==> config.mk <==
export PLATFORM = sky130hd
export DESIGN_NAME = tftp_write_sender_core
export DESIGN_NICKNAME = d
export VERILOG_FILES = /design/src/hdl/tws_pkg.sv /design/src/hdl/tws_regs.sv /design/src/hdl/tws_core.sv /design/src/hdl/tftp_write_sender_core.sv
export SDC_FILE = /design/constraint.sdc
export NUM_CORES = 1
export LEC_CHECK = 0
export BUFFER_PORTS_ARGS = -buffer_cell sky130_fd_sc_hd__buf_4
export CORE_MARGIN = 5
export CORE_UTILIZATION = 40
export CTS_BUF_LIST = sky130_fd_sc_hd__clkbuf_8
export CTS_CLUSTER_SIZE = 20
export DETAILED_ROUTE_END_ITERATION = 10
export PLACE_DENSITY_LB_ADDON = 0.3
export SKIP_CTS_REPAIR_TIMING = 1
export SLEW_MARGIN = 25
export SYNTH_ARGS = -nofsm -noshare
export SYNTH_HDL_FRONTEND = slang
export SYNTH_SLANG_ARGS = --single-unit
==> constraint.sdc <==
create_clock -name clk -period 11.2 [get_ports clk]
set_clock_uncertainty 0.15 [all_clocks]
set_input_delay 2.24 -clock clk [delete_from_list [all_inputs] [get_ports clk]]
set_output_delay 2.24 -clock clk [all_outputs]
set_load 0.02 [all_outputs]
==> src/hdl/tws_pkg.sv <==
package tws_pkg;

	// Event codes on the operation field.
	localparam logic [1:0] OP_START  = 2'd0;
	localparam logic [1:0] OP_PACKET = 2'd1;
	localparam logic [1:0] OP_TICK   = 2'd2;
	localparam logic [1:0] OP_READY  = 2'd3;

	// Transfer phases.
	localparam logic [1:0] PH_IDLE       = 2'd0;
	localparam logic [1:0] PH_WAIT_ACK0  = 2'd1;
	localparam logic [1:0] PH_WAIT_BLOCK = 2'd2;
	localparam logic [1:0] PH_WAIT_ACK   = 2'd3;

	// Result action codes.
	localparam logic [2:0] ACT_NONE      = 3'd0;
	localparam logic [2:0] ACT_WRQ       = 3'd1;
	localparam logic [2:0] ACT_SEND      = 3'd2;
	localparam logic [2:0] ACT_FETCH     = 3'd3;
	localparam logic [2:0] ACT_DONE      = 3'd4;
	localparam logic [2:0] ACT_NO_SERVER = 3'd5;
	localparam logic [2:0] ACT_EXHAUSTED = 3'd6;

	localparam logic [15:0] OPCODE_ACK   = 16'd4;
	localparam logic [15:0] HEADER_BYTES = 16'd4;
	localparam logic [15:0] MAX_PAYLOAD  = 16'd65464;

	// Register indexes (byte address divided by four).
	localparam logic [1:0] REG_BLOCK_SIZE  = 2'd0;
	localparam logic [1:0] REG_ACK_TIMEOUT = 2'd1;
	localparam logic [1:0] REG_MAX_RETX    = 2'd2;

	localparam logic [15:0] RST_BLOCK_SIZE  = 16'd512;
	localparam logic [15:0] RST_ACK_TIMEOUT = 16'd150;
	localparam logic [3:0]  RST_MAX_RETX    = 4'd3;

	typedef struct packed {
		logic [15:0] block_size;
		logic [15:0] ack_timeout_ticks;
		logic [3:0]  max_retransmits;
	} cfg_t;

	typedef struct packed {
		logic [1:0]  operation;
		logic [15:0] rx_length;
		logic [15:0] rx_opcode;
		logic [15:0] rx_block;
		logic [15:0] fetch_bytes;
	} item_t;

	typedef struct packed {
		logic [2:0]  action;
		logic [15:0] tx_block;
		logic [15:0] tx_length;
		logic        bad_packet;
	} result_t;

endpackage

==> src/hdl/tws_regs.sv <==
module tws_regs (
	input  logic              clk,
	input  logic              arst_n,
	input  logic              psel,
	input  logic              penable,
	input  logic              pwrite,
	input  logic [3:0]        paddr,
	input  logic [31:0]       pwdata,
	output logic [31:0]       prdata,
	output tws_pkg::cfg_t     cfg
);

	logic [15:0] block_size_q;
	logic [15:0] ack_timeout_q;
	logic [3:0]  max_retx_q;
	logic        wr_en;
	logic [1:0]  reg_idx;

	assign reg_idx = paddr[3:2];
	assign wr_en   = psel && penable && pwrite;

	always_ff @(posedge clk or negedge arst_n) begin
		if (!arst_n) begin
			block_size_q  <= tws_pkg::RST_BLOCK_SIZE;
			ack_timeout_q <= tws_pkg::RST_ACK_TIMEOUT;
			max_retx_q    <= tws_pkg::RST_MAX_RETX;
		end else if (wr_en) begin
			case (reg_idx)
				tws_pkg::REG_BLOCK_SIZE:  block_size_q  <= pwdata[15:0];
				tws_pkg::REG_ACK_TIMEOUT: ack_timeout_q <= pwdata[15:0];
				tws_pkg::REG_MAX_RETX:    max_retx_q    <= pwdata[3:0];
				default: ;
			endcase
		end
	end

	always_comb begin
		case (reg_idx)
			tws_pkg::REG_BLOCK_SIZE:  prdata = {16'd0, block_size_q};
			tws_pkg::REG_ACK_TIMEOUT: prdata = {16'd0, ack_timeout_q};
			tws_pkg::REG_MAX_RETX:    prdata = {28'd0, max_retx_q};
			default:                  prdata = 32'd0;
		endcase
	end

	assign cfg.block_size        = block_size_q;
	assign cfg.ack_timeout_ticks = ack_timeout_q;
	assign cfg.max_retransmits   = max_retx_q;

endmodule

==> src/hdl/tws_core.sv <==
module tws_core (
	input  logic             clk,
	input  logic             arst_n,
	input  logic             step,
	input  tws_pkg::item_t   item,
	input  tws_pkg::cfg_t    cfg,
	output tws_pkg::result_t result
);

	logic [1:0]  phase_q,  phase_d;
	logic [15:0] blk_q,    blk_d;
	logic [15:0] wait_q,   wait_d;
	logic [3:0]  tries_q,  tries_d;
	logic [15:0] last_q,   last_d;

	logic [15:0] wait_inc;
	logic        timed_out;
	logic        is_ack;
	logic [15:0] clamp_a;
	logic [15:0] clamp_n;

	assign wait_inc  = (wait_q == 16'hFFFF) ? wait_q : wait_q + 16'd1;
	assign timed_out = wait_inc >= cfg.ack_timeout_ticks;
	assign is_ack    = (item.rx_length >= tws_pkg::HEADER_BYTES) &&
		(item.rx_opcode == tws_pkg::OPCODE_ACK);

	assign clamp_a = (item.fetch_bytes > cfg.block_size) ? cfg.block_size : item.fetch_bytes;
	assign clamp_n = (clamp_a > tws_pkg::MAX_PAYLOAD) ? tws_pkg::MAX_PAYLOAD : clamp_a;

	always_comb begin
		phase_d = phase_q;
		blk_d   = blk_q;
		wait_d  = wait_q;
		tries_d = tries_q;
		last_d  = last_q;
		result.action     = tws_pkg::ACT_NONE;
		result.tx_block   = 16'd0;
		result.tx_length  = 16'd0;
		result.bad_packet = 1'b0;
		case (item.operation)
			tws_pkg::OP_START: begin
				if (phase_q == tws_pkg::PH_IDLE) begin
					phase_d = tws_pkg::PH_WAIT_ACK0;
					blk_d   = 16'd0;
					wait_d  = 16'd0;
					tries_d = 4'd0;
					result.action = tws_pkg::ACT_WRQ;
				end
			end
			tws_pkg::OP_PACKET: begin
				result.bad_packet = (item.rx_length != 16'd0) &&
					(item.rx_length < tws_pkg::HEADER_BYTES);
				if (is_ack && phase_q == tws_pkg::PH_WAIT_ACK0 && item.rx_block == 16'd0) begin
					phase_d = tws_pkg::PH_WAIT_BLOCK;
					blk_d   = 16'd1;
					result.action = tws_pkg::ACT_FETCH;
				end else if (is_ack && phase_q == tws_pkg::PH_WAIT_ACK &&
						item.rx_block == blk_q) begin
					// A full block means more data follows; a short one ends it.
					if (last_q == cfg.block_size) begin
						blk_d   = blk_q + 16'd1;
						phase_d = tws_pkg::PH_WAIT_BLOCK;
						result.action = tws_pkg::ACT_FETCH;
					end else begin
						phase_d = tws_pkg::PH_IDLE;
						result.action = tws_pkg::ACT_DONE;
					end
				end
			end
			tws_pkg::OP_TICK: begin
				if (phase_q == tws_pkg::PH_WAIT_ACK0) begin
					wait_d = wait_inc;
					if (timed_out) begin
						phase_d = tws_pkg::PH_IDLE;
						result.action = tws_pkg::ACT_NO_SERVER;
					end
				end else if (phase_q == tws_pkg::PH_WAIT_ACK) begin
					wait_d = wait_inc;
					if (timed_out) begin
						if (tries_q >= cfg.max_retransmits) begin
							phase_d = tws_pkg::PH_IDLE;
							result.action = tws_pkg::ACT_EXHAUSTED;
						end else begin
							tries_d = tries_q + 4'd1;
							wait_d  = 16'd0;
							result.action    = tws_pkg::ACT_SEND;
							result.tx_block  = blk_q;
							result.tx_length = last_q + tws_pkg::HEADER_BYTES;
						end
					end
				end
			end
			tws_pkg::OP_READY: begin
				if (phase_q == tws_pkg::PH_WAIT_BLOCK) begin
					last_d  = clamp_n;
					tries_d = 4'd1;
					wait_d  = 16'd0;
					phase_d = tws_pkg::PH_WAIT_ACK;
					result.action    = tws_pkg::ACT_SEND;
					result.tx_block  = blk_q;
					result.tx_length = clamp_n + tws_pkg::HEADER_BYTES;
				end
			end
			default: ;
		endcase
	end

	always_ff @(posedge clk or negedge arst_n) begin
		if (!arst_n) begin
			phase_q <= tws_pkg::PH_IDLE;
			blk_q   <= 16'd0;
			wait_q  <= 16'd0;
			tries_q <= 4'd0;
			last_q  <= 16'd0;
		end else if (step) begin
			phase_q <= phase_d;
			blk_q   <= blk_d;
			wait_q  <= wait_d;
			tries_q <= tries_d;
			last_q  <= last_d;
		end
	end

endmodule

==> src/hdl/tftp_write_sender_core.sv <==
// Control side of a TFTP-style write (upload) transfer.
// Input channel (in_valid/in_ready): one event beat per item, with operation
// selecting start, received packet, timer tick or next block ready, and the
// packet and block fields alongside. Output channel (out_valid/out_ready):
// exactly one result beat per event, carrying the action to take, the block
// number and length of a data packet to send, and a bad-packet flag.
// The APB port holds block size, ACK timeout in ticks and the number of send
// attempts per block; write it only while no event is in flight.
// Events are taken one per cycle while out_ready stays high. An accepted
// beat waits in the input register until the result register is free or
// being emptied; the decision logic then updates the transfer state, and
// the state and the result register load at the same clock edge, which
// raises out_valid for the result beat.
// The result register and the input register together let a new event be
// taken while a finished result still waits; when the receiver stalls both
// fill and in_ready drops until out_ready returns.
// Reset (arst_n low) returns the transfer to idle, clears the block number,
// counters and stored payload size, restores the register defaults, and
// empties both registers.
module tftp_write_sender_core (
	input  logic        clk,
	input  logic        arst_n,
	input  logic        in_valid,
	output logic        in_ready,
	input  logic [1:0]  operation,
	input  logic [15:0] rx_length,
	input  logic [15:0] rx_opcode,
	input  logic [15:0] rx_block,
	input  logic [15:0] fetch_bytes,
	output logic        out_valid,
	input  logic        out_ready,
	output logic [2:0]  action,
	output logic [15:0] tx_block,
	output logic [15:0] tx_length,
	output logic        bad_packet,
	input  logic        psel,
	input  logic        penable,
	input  logic        pwrite,
	input  logic [3:0]  paddr,
	input  logic [31:0] pwdata,
	output logic [31:0] prdata,
	output logic        pready
);

	tws_pkg::cfg_t    cfg;
	tws_pkg::item_t   item_s1;
	tws_pkg::result_t result;
	tws_pkg::result_t result_q;
	logic             valid_s1;
	logic             out_valid_q;
	logic             advance;
	logic             in_fire;

	assign pready = 1'b1;

	tws_regs u_regs (
		.clk     (clk),
		.arst_n  (arst_n),
		.psel    (psel),
		.penable (penable),
		.pwrite  (pwrite),
		.paddr   (paddr),
		.pwdata  (pwdata),
		.prdata  (prdata),
		.cfg     (cfg)
	);

	// The event in the input register is processed when the result register
	// is free or being emptied in the same cycle.
	assign advance  = valid_s1 && (!out_valid_q || out_ready);
	assign in_ready = !valid_s1 || advance;
	assign in_fire  = in_valid && in_ready;

	always_ff @(posedge clk or negedge arst_n) begin
		if (!arst_n) begin
			valid_s1 <= 1'b0;
		end else if (in_fire) begin
			valid_s1 <= 1'b1;
		end else if (advance) begin
			valid_s1 <= 1'b0;
		end
	end

	always_ff @(posedge clk) begin
		if (in_fire) begin
			item_s1.operation   <= operation;
			item_s1.rx_length   <= rx_length;
			item_s1.rx_opcode   <= rx_opcode;
			item_s1.rx_block    <= rx_block;
			item_s1.fetch_bytes <= fetch_bytes;
		end
	end

	tws_core u_core (
		.clk    (clk),
		.arst_n (arst_n),
		.step   (advance),
		.item   (item_s1),
		.cfg    (cfg),
		.result (result)
	);

	always_ff @(posedge clk or negedge arst_n) begin
		if (!arst_n) begin
			out_valid_q <= 1'b0;
		end else if (advance) begin
			out_valid_q <= 1'b1;
		end else if (out_ready) begin
			out_valid_q <= 1'b0;
		end
	end

	always_ff @(posedge clk) begin
		if (advance) begin
			result_q <= result;
		end
	end

	assign out_valid  = out_valid_q;
	assign action     = result_q.action;
	assign tx_block   = result_q.tx_block;
	assign tx_length  = result_q.tx_length;
	assign bad_packet = result_q.bad_packet;

endmodule

# --- After elaboration in Yosys (flattened, before gate mapping) ---
# Index checks and enable logic that the tools add are counted.
totals:
  n_memories: 0
  romBits: 0
  latch_bits: 0
  out_inout_bits: 71
  inputBits: 109
  word_cells: 134
  ram_bits: 0
  reg_bits: 194
op_classes:
  div_mod_pow: 0
  mux: 51
  reduce_logical: 31
  n_eq_ne: 22
  shifts: 0
  multipliers: 0
  n_addsub: 5
  n_lt_le_gt_ge: 6
  bitwise_logic: 0
ops:
  columns: ["cell", "count"]
  rows:
  - ["$mux W16", 12]
  - ["$pmux W16 S3", 2]
  - ["$mux W35", 2]
  - ["$mux W32", 2]
  - ["$pmux W32 S2", 1]
  - ["$mux W34", 1]
  - ["$add A16 B1 Y16 const B", 2]
  - ["$add A16 B3 Y16 const B", 2]
  - ["$eq A16 B16 Y1", 2]
  - ["$pmux W16 S2", 1]
  - ["$mux W4", 6]
  - ["$mux W2", 10]
  - ["$mux W3", 6]
  - ["$eq A16 B16 Y1 const B", 1]
  - ["$eq A16 B3 Y1 const B", 1]
  - ["$ge A16 B16 Y1", 1]
  - ["$ge A16 B3 Y1 const B", 1]
  - ["$gt A16 B16 Y1", 1]
  - ["$gt A16 B16 Y1 const B", 1]
  - ["$logic_not A16 Y1", 1]
  - ["$lt A16 B3 Y1 const B", 1]
  - ["$reduce_bool A16 Y1", 1]
  - ["$ne A3 B1 Y1 const B", 4]
  - ["$pmux W3 S4", 1]
  - ["other kinds (20)", 52]

# --- Depth between registers and ports, before layout ---
# Gate-level depths: netlist of the first run.
logic_depth:
  depth_word: 7
  mapped_depth: 18
  ltp_nobuf: 16

# --- Hierarchy ---
# From an unflattened synthesis of the first run, not the netlist that was laid out.
unflattened:
  cells_unflattened: 966
  area_unflattened_um2: 10749.1
modules_own_cells:
  columns: ["mod", "instances", "cells_each", "seq_area_each_um2", "area_per_inst_um2"]
  rows:
  - ["tws_core", 1, 717, 1351.3, 5751.8]
  - ["tftp_write_sender_core", 1, 112, 3113.0, 3178.0]
  - ["tws_regs", 1, 137, 909.6, 1819.2]

# --- Worst setup path before layout of the first run ---
# OpenSTA, ideal clock, no wires.
synth_timing:
  kind: "input port to output port"
  from: "input paddr[2]"
  to: "output prdata[10]"
  slack_ns: 5.397
  required_ns: 8.810
  n_path_buf: 2
  arrival_time_ns: 3.413
  cell_stages: 4
  path_cell_list: "clkbuf_1 > buf_1 > mux2i_1 > nor2_1"
synth_between:
  elab_chain_len: 2
  elab_cells_between_ends: 4
  classes_between: "2 x eq/ne; 1 x mux; 1 x reduce/logical"
synth_lines:
  columns: ["element", "line", "text"]
  rows:
  - ["from (decl)", "tftp_write_sender_core.sv:39", "input logic [3:0] paddr,"]
  - ["$eq A2 B2 Y1 (tied with other cells)", "tws_regs.sv:38", "case (reg_idx)"]
  - ["$pmux W16 S3 *", "tws_regs.sv:38", null]
  - ["to (decl)", "tftp_write_sender_core.sv:41", "output logic [31:0] prdata,"]
# Every way passes the cells marked *; elsewhere a longest branch is shown, timed or not.

==> out/metrics.sh, run 1 <==
POWER-PER-CELL-AREA_nW_PER_UM2=153
POST-ROUTE-PERIOD-UTIL=0.501
VDD_IR_DROP_MAX_V=0.000105
SYNTH_TOP_AREA_SHARE=0.294
SLEW_VIOLATIONS=0
CLK_ROOT_BUFFER_CELL='sky130_fd_sc_hd__clkbuf_8'
CLOCK_SINK_COUNT=194
POST_SYNTH_INSTANCE_AREA_UM2=10400
MAX_SLEW_MARGIN=0.326
INSTANCE_COUNT_ON_THE_CRITICAL_PATH=15
PLACEMENT_ROWS=59
ARRIVAL_TIME_AT_THE_WORST_ENDPOINT_PS=5640
TIMING.CRITICAL_PATH.FANOUT_MAX=16
SYNTH_TOP_CELL_BY_AREA='sky130_fd_sc_hd__edfxtp_1'
INITIAL_CORE_UTIL=0.404
SYNTH_CELLS=992
DR_TOTAL_VIAS=7769
NNETSFINAL=1278
PATH_BUF_INV=0
WORST_SETUP_PATH_STARTPOINT='u_core.wait_q[0]'
CORE_AREA_UM2=25800
GR-TOTAL-OVERFLOW=0
GRT_SETUP_UNREPAIRED='false'
DRT_ITER0_DRC=600
FMAXACHIEVABLE_GHz=0.178
GRT_PASS1_WL_MM=40.4
MAX_CAP_VIOL_COUNT=0
WORST_HOLD_PATH_TYPE='register to register'
WORSTSETUPENDPOINTTYPE='register'
TRITONCTS='yes'
CRITICALPATHCATEGORY='register to register'
WORSTPATHCELLLIST='ha_1 -> and3_1 -> and3_1 -> nand3_1 -> nand3_1 -> nor2_1 -> xor2_1 -> ha_1 -> o211ai_1 -> a21o_1 -> o211ai_1 -> a21oi_1 -> nor3_2 -> nor2_1 -> nor2b_1'
SYNTH_TOP_FAMILY_BY_AREA='simple AND/OR/NAND/NOR gates'
SYNTH.TOP_CELLS.BY_AREA='sky130_fd_sc_hd__edfxtp_1 29%, sky130_fd_sc_hd__dfrtp_1 20%, sky130_fd_sc_hd__ha_1 5.5%'
SYNTH.YOSYS.SEQ_AREA_SHARE=0.515
COUNT_OF_ENDPOINTS_FAILING_HOLD_IN_THE_FINAL_TIMING_REPORT=0
R2R_SLACK_PS=5590
ENDPOINT='tx_block[5]'
DIEAREA_UM2=29400
POST-ROUTE-DRC-COUNT=0
DIE_X_UM=171
TRITONCTS.NUM_BUFFERS=17
SYNTH_ENABLE_FLOP_CELLS=102
CLOCK_LATENCY_PS=470
WORST-R2R-CELL-COUNT=15
MAX_SLEW.WORST_PIN.SLEW_PS=1000
IO_PINS=180
CP.REQUIRED_PS=11220
GRT_START_MAX_NET_PINS=55
NETLIST-CELL-TYPE-COUNT=63
FINALCRITICALPERIOD_PS=5610
DR_VIAS_CELL=5.28
CP_DELAY_BY_FAMILY_TOP='simple AND/OR/NAND/NOR gates'
SYN2LAYOUT_AREA_GROWTH_PCT=16.9
PATH_CLK_SLEW_PS=110
WL_PER_CELL_UM=17.2
DRT_PASS1_ITERATIONS=5
SYNTH_ADDER_AREA_SHARE=0.0552
GRTUSAGETOTAL=0.174
FINALSETUPVIOLATIONS=0
CRITICAL_PATH.STARTPOINT_TYPE='register'
VIA_COUNT_OF_THE_FIRST_GLOBAL_ROUTING_PASS=7647
CTS-HTREE-LEVELS=4
CPMAXSTAGEDELAYCELL='sky130_fd_sc_hd__nor2_1'
TIMING.CRITICAL_PATH.SLOWEST_CELL_DELAY_PS=780
PROPORTION_OF_SYNTHESIZED_AREA_IN_MUX_CELLS=0.0506
CLOCK_PATH_BUFFERS=2
SYNTH-SEQ-CELLS=194
PORT_BUFFERS=144
R2R_END='tx_block[5]'
POSTSYNTH.ASYNCRESETSHARE=0.474
SYNTH_WARNINGS=0
NUM_ANTENNA_CELLS=0
SETUP_TNS_PS=0
FINAL_LAYOUT_SIZE_SUFFIX_GT1_FRAC=0.188
SYNTH-COMPOUND-AREA-SHARE=0.112
DETAIL-ROUTE-ANTENNA-NETS=0
ROUTABILITYCONGESTION=0.845
AVERAGE_CELL_AREA_AFTER_SYNTHESIS_UM2=10.5
DP_HPWL_MM=19.1
YOSYS_MOST_USED_DFF='sky130_fd_sc_hd__edfxtp_1'
SUM_OF_INTERNAL_SWITCHING_AND_LEAKAGE_POWER_mW=1.87
POST_SYNTH_XOR_AREA_FRACTION=0.0613
STATUS='complete, no violations'
FLOORPLAN.DIE.HEIGHT_UM=171
POWER_LEAKAGE_nW=5.20
CRIT-REG2REG-LAUNCH='u_core.wait_q[0]'
GRT_ANTENNA_BEFORE_REPAIR=0
POST_SYNTH_AND_OR_NAND_NOR_AREA_FRACTION=0.163
WIRE_LENGTH_REPORTED_BY_THE_DETAILED_ROUTER_MM=25.3
kinds of logic (layout without fill, tap and decap cells):
kind of cell / Yosys count / in the layout
muxes: 51 / 51
and+or+nand+nor: 342 / 342
adders and majority gates: 46 / 46
other: 2 / 17
DFF: 194 / 194
xor gates and xnor gates: 73 / 73
buffers and inverters: 100 / 229
AOI/OAI and AO/OA: 184 / 184
cell usage after synthesis (15+ instances only):
| master | instances |
|---|---|
| sky130_fd_sc_hd__nor2_1 | 58 |
| sky130_fd_sc_hd__nand3_1 | 26 |
| sky130_fd_sc_hd__dfrtp_1 | 85 |
| sky130_fd_sc_hd__edfxtp_1 | 102 |
| sky130_fd_sc_hd__xnor2_1 | 32 |
| sky130_fd_sc_hd__buf_4 | 17 |
| sky130_fd_sc_hd__nor2b_1 | 24 |
| sky130_fd_sc_hd__inv_1 | 46 |
| sky130_fd_sc_hd__a21oi_1 | 24 |
| sky130_fd_sc_hd__xor2_1 | 41 |
| sky130_fd_sc_hd__nor4_1 | 15 |
| sky130_fd_sc_hd__nand2_1 | 118 |
| sky130_fd_sc_hd__mux2i_1 | 37 |
| sky130_fd_sc_hd__o21ai_0 | 83 |
| sky130_fd_sc_hd__nand4_1 | 25 |
| sky130_fd_sc_hd__clkbuf_1 | 31 |
| sky130_fd_sc_hd__ha_1 | 46 |
| sky130_fd_sc_hd__and3_1 | 24 |
stage by stage:
step	instances	worst slack, ps	hold WS (ps)	cell area, µm²	utilization
floorplan	1007	5400	321	10500	-
global placement	1439	5650	347	11800	0.456
detailed placement	1439	5580	359	11800	0.456
CTS	1471	5570	377	12200	0.472
global route	1471	5150	422	12200	0.472
finish	1471	5590	381	12200	0.472
where the power goes:
| part | internal [mW] | leakage [nW] | total (mW) | switching (mW) |
|---|---|---|---|---|
| Clock | 0.188 | 0.207 | 0.466 | 0.278 |
| Sequential | 0.852 | 2.18 | 0.964 | 0.112 |
| Combinational | 0.194 | 2.82 | 0.442 | 0.248 |
| Total | 1.23 | 5.20 | 1.87 | 0.638 |
worst min path at each step:
stage | startpoint | endpoint | slack [ps] | cells after the start
final | u_regs.ack_timeout_q[2] | u_regs.ack_timeout_q[2] | 380 | 2
after global placement | valid_s1 | out_valid | 350 | 1
after floorplan | valid_s1 | out_valid | 320 | 1
after detailed placement | u_regs.ack_timeout_q[2] | u_regs.ack_timeout_q[2] | 360 | 2
after global routing | u_regs.ack_timeout_q[7] | u_regs.ack_timeout_q[7] | 420 | 2
after CTS | u_regs.ack_timeout_q[2] | u_regs.ack_timeout_q[2] | 380 | 2
area by class of cell:
cell class	count	area (µm²)
Clock buffer	17	234
Clock inverter	15	170
Fill cell	2425	13600
Inverter	46	173
Multi-Input combinational cell	713	4690
Sequential cell	194	5370
Tap cell	335	419
Timing Repair Buffer	151	1130
placed cells by master (no fill, tap or decap), types with 4 or more instances in the layout:
master                     count
sky130_fd_sc_hd__edfxtp_1    102
sky130_fd_sc_hd__xor2_1       41
sky130_fd_sc_hd__o21ai_0      82
sky130_fd_sc_hd__a31oi_1       6
sky130_fd_sc_hd__nor4_1       15
sky130_fd_sc_hd__nor2_1       58
sky130_fd_sc_hd__conb_1       17
sky130_fd_sc_hd__or3_1         5
sky130_fd_sc_hd__o31ai_1      12
sky130_fd_sc_hd__inv_8         4
sky130_fd_sc_hd__dfstp_2       7
sky130_fd_sc_hd__xnor2_1      32
sky130_fd_sc_hd__clkbuf_8     17
sky130_fd_sc_hd__and4_1        4
sky130_fd_sc_hd__nor3_1        8
sky130_fd_sc_hd__inv_1        47
sky130_fd_sc_hd__o22ai_1       7
sky130_fd_sc_hd__a21o_1        6
sky130_fd_sc_hd__ha_1         46
sky130_fd_sc_hd__nand3_1      26
sky130_fd_sc_hd__nand2_1     118
sky130_fd_sc_hd__buf_4       151
sky130_fd_sc_hd__and2_1        6
sky130_fd_sc_hd__a22o_1        9
sky130_fd_sc_hd__mux2_2       14
sky130_fd_sc_hd__a21oi_1      24
sky130_fd_sc_hd__nand2b_1     10
sky130_fd_sc_hd__mux2i_1      37
sky130_fd_sc_hd__nand4_1      25
sky130_fd_sc_hd__dfrtp_1      85
sky130_fd_sc_hd__and3_1       24
sky130_fd_sc_hd__nor2b_1      24
per-layer routing:
layer / track usage / part of all wire / vias to the layer above
met3: 0.0492 / 0.070 / 21
met2: 0.285 / 0.48 / 204
met1: 0.231 / 0.44 / 3739
met4: 0.0365 / 0.012 / 0
met5: 0 / 0 / -
li1: - / - / 3805
worst reg2reg max path, delay by kind of cell (launching register included):
kind,cells,cell delay (ps)
and+or+nand+nor,8,2740
AOI/OAI and AO/OA,4,1250
adders and majority gates,2,530
DFF,1,470
xor gates and xnor gates,1,200
flip-flops by register name, summed over array words and instances (netlist names), 4 cells and up:
| name | cells |
|---|---|
| tx_length | 16 |
| u_regs.max_retx_q | 4 |
| u_core.blk_q | 16 |
| tx_block | 16 |
| u_regs.ack_timeout_q | 16 |
| u_core.last_q | 16 |
| u_core.wait_q | 16 |
| item_s1 | 66 |
| u_regs.block_size_q | 16 |
| u_core.tries_q | 4 |
(Power assumes the default switching activity.)
==> run 2, diff against run 1 <==
- clock period: 11.2 -> 4.55 ns (I/O delays scaled with it)
==> run 2 against run 1 <==
Compared with the run above:
- setup slack worse by 5200 ps
- global-route usage about the same
- hold slack lost 140 ps
- sequential share of layout area fell by 0.51 points
- via count up 0.95%
- maximum frequency rose by 35%
- largest power group unchanged
==> out/metrics.sh, run 2 (same netlist as run 1, synthesis figures left out) <==
STATUS='complete, no violations'  # unchanged
DP_HPWL_MM=19.2  # was 19.1 mm
FINALNONFILLERCELLS=1491  # was 1471
POWER_LEAKAGE_nW=5.30  # was 5.20 nW
WL_PER_CELL_UM=16.9  # was 17.2 µm
FMAXACHIEVABLE_GHz=0.241  # was 0.178 GHz
DRT_PASS1_ITERATIONS=5  # unchanged
ROUTABILITYCONGESTION=0.835  # was 0.845
POWER-PER-CELL-AREA_nW_PER_UM2=372  # was 153 nW/µm²
DIE_X_UM=171  # unchanged
R2R_SLACK_PS=400  # was 5590 ps
POST-ROUTE-WORST-SETUP-SLACK_PS=403  # was 5590 ps
POSTPLACECELLAREA_UM2=11900  # was 11800 µm²
GRT_SETUP_UNREPAIRED='false'  # unchanged
TRITONCTS='yes'  # unchanged
WORSTSETUPENDPOINTTYPE='register'  # unchanged
SYN2LAYOUT_AREA_GROWTH_PCT=18.3  # was 16.9%
FINAL.HOLD.WORST_SLACK_PS=236  # was 381 ps
CTS-HTREE-LEVELS=4  # unchanged
CLOCK_LATENCY_PS=480  # was 470 ps
CLOCK_SINK_COUNT=194  # unchanged
UTILIZATION=0.478  # was 0.472
FINALSETUPVIOLATIONS=0  # unchanged
TRITONCTS.NUM_BUFFERS=17  # unchanged
GRT_PASS1_WL_MM=39.9  # was 40.4 mm
WORST_HOLD_PATH_TYPE='input pin to asynchronous set/reset pin'  # was register to register
CRITICALPATHCATEGORY='register to register'  # unchanged
POST-ROUTE-PERIOD-UTIL=0.911  # was 0.501
NUMPLACEDINSTANCES=1459  # was 1439
TIMING.CRITICAL_PATH.FANOUT_MAX=13  # was 16
REGISTER_WITH_THE_HIGHEST_FLOP_COUNT='item_s1'  # unchanged
FLOORPLAN.DIE.HEIGHT_UM=171  # unchanged
ARRIVAL_TIME_AT_THE_WORST_ENDPOINT_PS=4200  # was 5640 ps
DR_TOTAL_VIAS=7843  # was 7769
GRT_ANTENNA_BEFORE_REPAIR=0  # unchanged
POST-ROUTE-DRC-COUNT=0  # unchanged
MAX_CAP_VIOL_COUNT=0  # unchanged
CORE_AREA_UM2=25800  # unchanged
CLOCK_PATH_BUFFERS=2  # unchanged
NUM_ANTENNA_CELLS=0  # unchanged
SUM_OF_INTERNAL_SWITCHING_AND_LEAKAGE_POWER_mW=4.59  # was 1.87 mW
WIRE_LENGTH_REPORTED_BY_THE_DETAILED_ROUTER_MM=25.2  # was 25.3 mm
SETUP_TNS_PS=0  # unchanged
GR-TOTAL-OVERFLOW=0  # unchanged
DETAIL-ROUTE-ANTENNA-NETS=0  # unchanged
MAX_SLEW.WORST_PIN.SLEW_PS=907  # was 1000 ps
PORT_BUFFERS=144  # unchanged
NNETSFINAL=1298  # was 1278
LARGEST_REG_FLOPS=66  # unchanged
GRT_START_MAX_NET_PINS=67  # was 55
MAX_SLEW_MARGIN=0.394  # was 0.326
DESIGN_AREA_UM2=12300  # was 12200 µm²
DRT_ITER0_DRC=545  # was 600
PLACEMENT_ROWS=59  # unchanged
CP.REQUIRED_PS=4610  # was 11220 ps
SLEW_VIOLATIONS=0  # unchanged
PATH_CLK_SLEW_PS=110  # about the same
VDD_IR_DROP_MAX_V=0.000212  # was 0.000105 V
INITIAL_CORE_UTIL=0.404  # unchanged
COUNT_OF_ENDPOINTS_FAILING_HOLD_IN_THE_FINAL_TIMING_REPORT=0  # unchanged
DETAILEDPLACE.WORSTSLACK_PS=273  # was 5580 ps
LAYOUT_COMMON_CELLS='170 x sky130_fd_sc_hd__buf_4, 118 x sky130_fd_sc_hd__nand2_1, 102 x sky130_fd_sc_hd__edfxtp_1'  # was 151 x sky130_fd_sc_hd__buf_4, 118 x sky130_fd_sc_hd__nand2_1, 102 x sky130_fd_sc_hd__edfxtp_1
FINALCRITICALPERIOD_PS=4150  # was 5610 ps
CRITICAL_PATH.STARTPOINT_TYPE='register'  # unchanged
IO_PINS=180  # unchanged
MOSTFREQUENTLAYOUTCELL='sky130_fd_sc_hd__buf_4'  # unchanged
VIA_COUNT_OF_THE_FIRST_GLOBAL_ROUTING_PASS=7691  # was 7647
CLK_ROOT_BUFFER_CELL='sky130_fd_sc_hd__clkbuf_8'  # unchanged
DIEAREA_UM2=29400  # unchanged
GRTUSAGETOTAL=0.173  # was 0.174
FINAL_LAYOUT_SIZE_SUFFIX_GT1_FRAC=0.203  # was 0.188
DR_VIAS_CELL=5.26  # was 5.28
run 2: worst paths after layout:
| path | startpoint | depth (start not counted) | to |
|---|---|---|---|
| worst max-delay path | u_regs.block_size_q[15] | 17 | tx_length[10] |
| worst min-delay path | arst_n | 1 | u_core.blk_q[14] |
| worst max register to register | u_regs.block_size_q[15] | 17 | tx_length[10] |
| worst min register to register | u_regs.ack_timeout_q[7] | 2 | u_regs.ack_timeout_q[7] |
| max in group asynchronous | arst_n | 2 | u_regs.block_size_q[9] |
| min in group clk | u_regs.ack_timeout_q[7] | 2 | u_regs.ack_timeout_q[7] |
run 2: layer usage:
| layer | vias to the layer above | track usage | wire, µm | part of all wire |
|---|---|---|---|---|
| met5 | - | 0 | 0 | 0 |
| met4 | 0 | 0.0468 | 394 | 0.016 |
| met3 | 30 | 0.0508 | 1920 | 0.076 |
| met2 | 239 | 0.281 | 11900 | 0.47 |
| met1 | 3729 | 0.229 | 11000 | 0.44 |
| li1 | 3845 | - | - | - |
run 2: worst max-delay path: stages, from the launching register on:
cell and delay [ps]:
sky130_fd_sc_hd__dfrtp_1 460, sky130_fd_sc_hd__inv_1 110, sky130_fd_sc_hd__ha_1 320, sky130_fd_sc_hd__nand4_1 190
sky130_fd_sc_hd__nor4_1 390, sky130_fd_sc_hd__a21boi_0 250, sky130_fd_sc_hd__o41a_1 260, sky130_fd_sc_hd__buf_4 230
sky130_fd_sc_hd__mux2i_1 260, sky130_fd_sc_hd__nor2_1 90, sky130_fd_sc_hd__ha_1 230, sky130_fd_sc_hd__buf_4 160
sky130_fd_sc_hd__nand2_1 100, sky130_fd_sc_hd__nor2_1 50, sky130_fd_sc_hd__mux2_2 310, sky130_fd_sc_hd__nand2_1 80
sky130_fd_sc_hd__xnor2_1 130, sky130_fd_sc_hd__o22ai_1 100
run 2: final cells by class:
cell class / count / area, µm²
Clock inverter: 15 / 146
Sequential cell: 194 / 5370
Multi-Input combinational cell: 713 / 4700
Inverter: 46 / 173
Clock buffer: 17 / 234
Fill cell: 2411 / 13500
Timing Repair Buffer: 171 / 1300
Tap cell: 335 / 419
run 2: power by group:
group	switching (mW)	internal, mW	leakage [nW]
Combinational	0.657	0.507	2.92
Clock	0.691	0.404	0.199
Sequential	0.237	2.10	2.18
